File: config.mk
export PLATFORM = sky130hd
export DESIGN_NAME = ultrasonic_echo_trimmed_mean_top
export DESIGN_NICKNAME = d
export VERILOG_FILES = /design/src/sv/uetm_pkg.sv /design/src/sv/uetm_front.sv /design/src/sv/uetm_fifo.sv /design/src/sv/uetm_back.sv /design/src/sv/ultrasonic_echo_trimmed_mean_top.sv
export SDC_FILE = /design/constraint.sdc
export NUM_CORES = 1
export LEC_CHECK = 0
export ABC_CLOCK_PERIOD_IN_PS = 10900
export BUFFER_PORTS_ARGS = -buffer_cell sky130_fd_sc_hd__buf_2
export CAP_MARGIN = 20
export CORE_ASPECT_RATIO = 1.5
export CORE_MARGIN = 2
export CORE_UTILIZATION = 35
export CTS_BUF_LIST = sky130_fd_sc_hd__clkbuf_8 sky130_fd_sc_hd__clkbuf_16
export DETAILED_ROUTE_END_ITERATION = 12
export PLACE_DENSITY_LB_ADDON = 0.25
export SYNTH_ARGS = -nofsm -noshare
export SYNTH_HDL_FRONTEND = slang
export SYNTH_HIERARCHICAL = 1
export SYNTH_SLANG_ARGS = --single-unit
File: constraint.sdc
create_clock -name clk -period 10.9 [get_ports clk]
set_input_delay 1.09 -clock clk [delete_from_list [all_inputs] [get_ports clk]]
set_output_delay 1.09 -clock clk [all_outputs]
set_load 0.02 [all_outputs]
File: src/sv/uetm_pkg.sv
// Shared types and constants for the ultrasonic echo trimmed-mean block.
package uetm_pkg;

	localparam int COUNT_W = 16;
	localparam int CM_W = 11;
	localparam int TRIM_W = 12;
	localparam int SUM_W = 14;

	localparam logic [COUNT_W-1:0] LIMIT_RESET = 16'd60000;
	localparam logic [COUNT_W-1:0] CODE_TIMEOUT = 16'hFFFF;
	localparam logic [COUNT_W-1:0] CODE_CLEAR = 16'hFFFE;

	// code / 58 == (code >> 1) / 29, done as a multiply by ceil(2^20 / 29).
	localparam logic [15:0] CM_RECIP = 16'd36158;
	localparam int CM_SHIFT = 20;
	localparam int CM_PROD_W = 31;

	// trim / 3 as a multiply by ceil(2^13 / 3), exact for trim below 8192.
	localparam logic [11:0] DIV3_RECIP = 12'd2731;
	localparam int DIV3_SHIFT = 13;
	localparam int DIV3_PROD_W = 24;

	localparam logic [CM_W-1:0] DIST_MAX = 11'd1129;

	localparam int WIN_LEN = 5;

	localparam int FIFO_DEPTH = 4;
	localparam int FIFO_PTR_W = $clog2(FIFO_DEPTH);
	localparam int FIFO_CNT_W = $clog2(FIFO_DEPTH + 1);

	typedef enum logic [1:0] {
		ST_VALID   = 2'd0,
		ST_TIMEOUT = 2'd1,
		ST_NO_OBST = 2'd2
	} status_t;

	typedef struct packed {
		status_t         status;
		logic [CM_W-1:0] cm;
	} item_t;

endpackage

File: src/sv/uetm_front.sv
// Front end: classifies each echo and converts its code to centimetres.
module uetm_front
	import uetm_pkg::*;
(
	input  logic               timed_out,
	input  logic [COUNT_W-1:0] timer_count,
	input  logic [COUNT_W-1:0] limit,
	output item_t              item
);

	logic [COUNT_W-1:0]   code;
	status_t              status;
	logic [COUNT_W-2:0]   half_code;
	logic [CM_PROD_W-1:0] prod;

	always_comb begin
		priority if (timed_out) begin
			code   = CODE_TIMEOUT;
			status = ST_TIMEOUT;
		end else if (timer_count > limit) begin
			code   = CODE_CLEAR;
			status = ST_NO_OBST;
		end else begin
			code   = {1'b0, timer_count[COUNT_W-1:1]};
			status = ST_VALID;
		end
	end

	// Dividing by 58 is halving and then dividing by 29.
	assign half_code = code[COUNT_W-1:1];
	assign prod = CM_PROD_W'(half_code) * CM_PROD_W'(CM_RECIP);

	assign item.status = status;
	assign item.cm     = prod[CM_SHIFT +: CM_W];

endmodule

File: src/sv/uetm_fifo.sv
// Short queue of classified items between the front and back ends.
module uetm_fifo
	import uetm_pkg::*;
(
	input  logic  clk,
	input  logic  arst_n,
	input  logic  push,
	input  item_t push_item,
	output logic  full,
	input  logic  pop,
	output logic  empty,
	output item_t pop_item
);

	item_t                 mem_q [FIFO_DEPTH];
	logic [FIFO_PTR_W-1:0] wr_ptr_q;
	logic [FIFO_PTR_W-1:0] rd_ptr_q;
	logic [FIFO_CNT_W-1:0] count_q;
	logic                  do_push;
	logic                  do_pop;

	assign full     = (count_q == FIFO_CNT_W'(FIFO_DEPTH));
	assign empty    = (count_q == '0);
	assign do_push  = push && !full;
	assign do_pop   = pop && !empty;
	assign pop_item = mem_q[rd_ptr_q];

	always_ff @(posedge clk) begin
		if (do_push) begin
			mem_q[wr_ptr_q] <= push_item;
		end
	end

	always_ff @(posedge clk or negedge arst_n) begin
		if (!arst_n) begin
			wr_ptr_q <= '0;
			rd_ptr_q <= '0;
			count_q  <= '0;
		end else begin
			if (do_push) begin
				wr_ptr_q <= wr_ptr_q + 1'b1;
			end
			if (do_pop) begin
				rd_ptr_q <= rd_ptr_q + 1'b1;
			end
			if (do_push && !do_pop) begin
				count_q <= count_q + 1'b1;
			end else if (do_pop && !do_push) begin
				count_q <= count_q - 1'b1;
			end
		end
	end

endmodule

File: src/sv/uetm_back.sv
// Back end: sample window, trimmed sum, divide by three and result register.
module uetm_back
	import uetm_pkg::*;
(
	input  logic              clk,
	input  logic              arst_n,
	input  logic              q_empty,
	input  item_t             q_item,
	output logic              q_pop,
	output logic              out_valid,
	input  logic              out_ready,
	output status_t           out_status,
	output logic [CM_W-1:0]   out_dist
);

	logic [CM_W-1:0]        window_q [WIN_LEN];
	logic [CM_W-1:0]        win_next [WIN_LEN];
	logic [SUM_W-1:0]       sum;
	logic [CM_W-1:0]        hi;
	logic [CM_W-1:0]        lo;
	logic [SUM_W-1:0]       trim_full;

	logic                   vld_s1;
	status_t                status_s1;
	logic [TRIM_W-1:0]      trim_s1;
	logic                   vld_s2;
	status_t                status_s2;
	logic [CM_W-1:0]        dist_s2;

	logic                   adv_s2;
	logic                   adv_s1;
	logic [DIV3_PROD_W-1:0] prod;

	assign adv_s2 = !vld_s2 || out_ready;
	assign adv_s1 = !vld_s1 || adv_s2;
	assign q_pop  = adv_s1 && !q_empty;

	// Window as it stands once the popped sample has been shifted in.
	always_comb begin
		for (int i = 0; i < WIN_LEN - 1; i++) begin
			win_next[i] = window_q[i + 1];
		end
		win_next[WIN_LEN-1] = q_item.cm;
	end

	always_comb begin
		sum = '0;
		hi  = win_next[0];
		lo  = win_next[0];
		for (int i = 0; i < WIN_LEN; i++) begin
			sum = sum + SUM_W'(win_next[i]);
			if (win_next[i] > hi) begin
				hi = win_next[i];
			end
			if (win_next[i] < lo) begin
				lo = win_next[i];
			end
		end
		trim_full = sum - SUM_W'(hi) - SUM_W'(lo);
	end

	assign prod = DIV3_PROD_W'(trim_s1) * DIV3_PROD_W'(DIV3_RECIP);

	always_ff @(posedge clk or negedge arst_n) begin
		if (!arst_n) begin
			for (int i = 0; i < WIN_LEN; i++) begin
				window_q[i] <= '0;
			end
			vld_s1 <= 1'b0;
			vld_s2 <= 1'b0;
		end else begin
			if (q_pop) begin
				for (int i = 0; i < WIN_LEN; i++) begin
					window_q[i] <= win_next[i];
				end
			end
			if (adv_s1) begin
				vld_s1 <= !q_empty;
			end
			if (adv_s2) begin
				vld_s2 <= vld_s1;
			end
		end
	end

	always_ff @(posedge clk) begin
		if (q_pop) begin
			status_s1 <= q_item.status;
			trim_s1   <= trim_full[TRIM_W-1:0];
		end
		if (adv_s2 && vld_s1) begin
			status_s2 <= status_s1;
			dist_s2   <= (status_s1 == ST_VALID) ? prod[DIV3_SHIFT +: CM_W] : '0;
		end
	end

	assign out_valid  = vld_s2;
	assign out_status = status_s2;
	assign out_dist   = dist_s2;

endmodule

File: src/sv/ultrasonic_echo_trimmed_mean_top.sv
// Top level of the ultrasonic echo trimmed-mean block.
//
// Each input transaction carries one echo measurement: the timer count in
// s_axis_tdata and the timeout flag in s_axis_tuser. The block turns it into
// a centimetre value (count / 116, or 1129 for a timeout or for a count above
// no_obstacle_limit), shifts that value into a five-sample window that starts
// out as zeros, and returns one output transaction per input: the status in
// m_axis_tuser and, for a valid echo, the mean of the window with the largest
// and smallest samples dropped (truncating) in m_axis_tdata; error results
// carry a distance of zero. The block takes one transaction every cycle while
// the queue has room. Results pass through the queue and the two back-end
// stages (window and trimmed sum, then the divide by three into the result
// register). A four-entry queue separates the front end from the back end, so
// input keeps flowing while the output side stalls until the queue fills. The
// limit register resets to 60000; the user must write it through cfg_we and
// cfg_wdata only while no transaction is in flight, unchecked by the block.
module ultrasonic_echo_trimmed_mean_top
	import uetm_pkg::*;
(
	input  logic        clk,
	input  logic        arst_n,

	input  logic        cfg_we,
	input  logic [15:0] cfg_wdata,     // no_obstacle_limit

	input  logic        s_axis_tvalid,
	output logic        s_axis_tready,
	input  logic [15:0] s_axis_tdata,  // [15:0] timer_count
	input  logic        s_axis_tuser,  // [0] timed_out

	output logic        m_axis_tvalid,
	input  logic        m_axis_tready,
	output logic [15:0] m_axis_tdata,  // [10:0] distance_cm, [15:11] zero
	output logic [1:0]  m_axis_tuser   // [1:0] status
);

	logic [COUNT_W-1:0] limit_q;
	item_t              front_item;
	item_t              q_item;
	logic               q_full;
	logic               q_empty;
	logic               q_pop;
	status_t            out_status;
	logic [CM_W-1:0]    out_dist;

	// The limit register has no read-back; a write simply replaces it.
	always_ff @(posedge clk or negedge arst_n) begin
		if (!arst_n) begin
			limit_q <= LIMIT_RESET;
		end else if (cfg_we) begin
			limit_q <= cfg_wdata;
		end
	end

	// The front end is pure logic; its result is captured by the queue.
	uetm_front u_front (
		.timed_out   (s_axis_tuser),
		.timer_count (s_axis_tdata),
		.limit       (limit_q),
		.item        (front_item)
	);

	// The input side is ready whenever the queue has a free entry.
	assign s_axis_tready = !q_full;

	uetm_fifo u_fifo (
		.clk       (clk),
		.arst_n    (arst_n),
		.push      (s_axis_tvalid),
		.push_item (front_item),
		.full      (q_full),
		.pop       (q_pop),
		.empty     (q_empty),
		.pop_item  (q_item)
	);

	// The back end updates the window only when it actually pops an item.
	uetm_back u_back (
		.clk        (clk),
		.arst_n     (arst_n),
		.q_empty    (q_empty),
		.q_item     (q_item),
		.q_pop      (q_pop),
		.out_valid  (m_axis_tvalid),
		.out_ready  (m_axis_tready),
		.out_status (out_status),
		.out_dist   (out_dist)
	);

	assign m_axis_tuser = out_status;
	assign m_axis_tdata = {(16 - CM_W)'(0), out_dist};

endmodule

==> results.py <==
metrics = {
    "status": {
        "status": "complete, but fails checks",
        "violations": "setup timing",
    },
    "clocking": {
        "insertion_delay_ns": 0.47,
        "path_clk_slew_ns": 0.07,
        "cts.path.max_buffers": 2,
        "hold_buffers": 0,
        "clock-root-buffer": "clkbuf_16",
        "cts_buffers": 17,
        "cts.htree.levels": 4,
        "cts.sinks": 148,
        "cts_tree": "built",
    },
    "floorplan": {
        "initial_core_util": 0.354,
        "design.core.area_sq_mm": 0.0495,
        "die_h_um": 278,
        "ios": 58,
        "rows": 100,
        "fp.dieW_um": 187,
        "dieArea_sq_mm": 0.0519,
    },
    "setup_path": {
        "worst-endpoint-required_ns": 11.11,
        "critPathTopFamily": "compound AO/OA/AOI/OAI gates",
        "path_buf_inv": 8,
        "worst-setup-path-type": "reg -> reg",
        "max_stage_delay_ns": 0.55,
        "crit_arrival_ns": 11.19,
        "endpoint_kind": "flip-flop",
        "crit_fanout": 6,
        "start_kind": "flip-flop",
        "cpMaxStageDelayCell": "fa_1",
    },
    "sta": {
        "skew_ns": 0.0175,
        "drv_slew": 0,
        "period_share": 1.01,
        "hold_slack_ns": 0.461,
        "fmax_mhz": 91.1,
        "tightestPinTransition_ns": 0.891,
        "period_needed_ns": 10.98,
        "finalHoldViolCount": 0,
        "maxSlewHeadroom": 0.406,
        "rsz0062_at_grt": "true",
        "timing.final.ws_setup_ns": -0.0820,
        "finalSetupViolations": 2,
    },
    "final_layout": {
        "drive_gt1_frac": 0.252,
        "fillCellCount": 4814,
        "final_nets": 2426,
        "area_growth_syn_to_layout_pct": 20.9,
        "insertedDiodeCount": 0,
        "seq_area_sq_mm": 0.00411,
        "multi_input_area_sq_mm": 0.0124,
    },
    "yosys": {
        "async_flop_share": 0.466,
        "netlist_area_sq_mm": 0.0175,
        "synth.most_common_cell": "inv_1",
        "synthCells": 1681,
        "yosysTopAreaCell": "ha_1",
        "ys.warnings.count": 6,
        "yosys-top-cells-count": "inv_1 (391), ha_1 (301), fa_1 (171)",
        "synthDistinctLibCells": 78,
        "ys_top_cells_by_area": "ha_1 (21%), fa_1 (20%), edfxtp_1 (14%)",
        "avgSynthCellArea_sq_um": 10.4,
        "synth_seq_area_share": 0.234,
        "synth_edf_count": 79,
        "yosysTopAreaCellShare": 0.215,
        "ys_ff_latch": 148,
        "synth_ff_type": "edfxtp_1",
    },
    "routing": {
        "routed_wirelength_mm": 45.9,
        "routed_via_density": 4.90,
        "first_iter_violations": 454,
        "firstDrtPassIters": 5,
        "ant_nets": 0,
        "wl_per_cell_um": 17.7,
        "drc": 0,
        "via_count": 12700,
    },
    "global_routing": {
        "grt_usage": 0.182,
        "grt_overflow": 0,
        "grt_pass1_wl_mm": 73.2,
        "antenna_found_initial": 0,
        "grt_max_degree": 81,
        "grt_pass1_vias": 13900,
    },
    "place": {
        "port_buffers": 52,
        "dpl.hpwl_mm": 38.5,
        "place.gp.congestion": 0.887,
    },
    "run": {
        "cap_violations": 0,
    },
    "worst_hold_path": {
        "holdCritPathClass": "reg -> reg",
    },
}
==> worst reg2reg max path, delay by kind of cell, from the launching register on <==
kind                       cells  cell delay, ns
xor gates and xnor gates       1            0.12
AOI/OAI and AO/OA             22            4.13
muxes                          2            0.48
adders and majority gates     10            3.45
DFF                            1            0.41
buffers and inverters          8            1.09
and+or+nand+nor                9            1.05
==> area by class of cell <==
| cell class | count | share of cell area |
|---|---|---|
| multi-input combinational | 1107 | 0.584 |
| sequential | 148 | 0.194 |
| timing repair buffer | 250 | 0.0860 |
| inverter | 392 | 0.0694 |
| tap | 663 | 0.0391 |
| clock buffer | 17 | 0.0201 |
| clock inverter | 15 | 0.00791 |
==> state kept, by name (all words and copies together) (netlist names), 2 cells and up <==
register,flops
u_back/out_status,2
u_back/status_s1,2
u_back/trim_s1,12
u_back/win_next,44
u_fifo/rd_ptr_q,2
limit_q,16
u_fifo/wr_ptr_q,2
u_fifo/count_q,3
u_fifo/mem_q,52
u_back/out_dist,11
==> kinds of logic after synthesis <==
family                     share of synthesized area
AOI/OAI and AO/OA                              0.100
xor gates and xnor gates                      0.0215
adders and majority gates                      0.410
buffers and inverters                         0.0976
DFF                                            0.234
muxes                                         0.0675
other                                       0.000214
and+or+nand+nor                               0.0689
==> layer usage <==
metal,global-route usage,vias up,part of all wire
li1,-,6073,-
met1,0.176,6326,0.35
met2,0.359,185,0.56
met3,0.0209,116,0.018
met4,0.119,0,0.068
met5,0,-,0
==> worst paths after layout <==
path	start	to	slack, ns	cells after the start
worst max register to register	u_back/win_next[41]	u_back/trim_s1[11]	-0.08	52
worst max-delay path	u_back/win_next[41]	u_back/trim_s1[11]	-0.08	52
worst min-delay path	u_back/status_s1[1]	u_back/out_status[1]	0.46	0
max in group asynchronous	arst_n	u_back/win_next[42]	9.34	2
worst min register to register	u_back/status_s1[1]	u_back/out_status[1]	0.46	0
min in group asynchronous	arst_n	limit_q[2]	0.57	1
==> through the flow <==
step	instances	TNS, ns	setup slack, ns	utilization	cell area [sq um]
finish	2592	-0.125	-0.0820	0.428	21200
global placement	2529	-4.08	-0.812	0.399	19800
global route	2592	-2.31	-0.589	0.428	21200
detailed placement	2529	-5.08	-0.920	0.399	19800
floorplan	1685	0	0.00373	-	17700
CTS	2583	0	0.00303	0.420	20800
==> cells in the final DEF, fill, tap and decap left out, types with 8 or more instances in the layout <==
master | Yosys | routed
o21ai_0 | 37 | 30
edfxtp_1 | 79 | 79
mux2_4 | 17 | 21
inv_1 | 391 | 376
o21ai_1 | 9 | 9
fa_1 | 171 | 168
inv_2 | 1 | 16
a21oi_1 | 78 | 49
buf_6 | 4 | 11
nor2_1 | 72 | 62
mux4_2 | 13 | 13
o31ai_1 | 15 | 11
nand3_1 | 9 | 9
nor2b_1 | 8 | 8
ha_4 | 0 | 16
mux2i_1 | 23 | 18
xnor2_1 | 30 | 30
o21bai_1 | 9 | 9
nand2_1 | 57 | 56
a21o_1 | 25 | 25
nor3_1 | 19 | 18
xor2_1 | 13 | 13
buf_4 | 8 | 185
nand2b_1 | 17 | 17
ha_1 | 301 | 285
o211ai_1 | 20 | 20
a21oi_2 | 0 | 22
clkbuf_16 | 0 | 17
o21a_1 | 18 | 17
nand4_1 | 17 | 17
or2_2 | 12 | 11
mux2_2 | 36 | 32
buf_2 | 7 | 51
dfrtp_1 | 62 | 62
==> what timing repair did <==
item | 4_1_cts | 5_1_grt
pin swaps | 46 | 53
hold endpoints to repair | 0 | 0
endpoints found under the setup margin | 9 | 7
setup buffers | 20 | 10
gates cloned | 2 | 0
gates resized for setup | 69 | 59
Power is left out: the tool's default activity adds up to more than one toggle a clock period on the data nets, which glitch-free logic cannot reach.
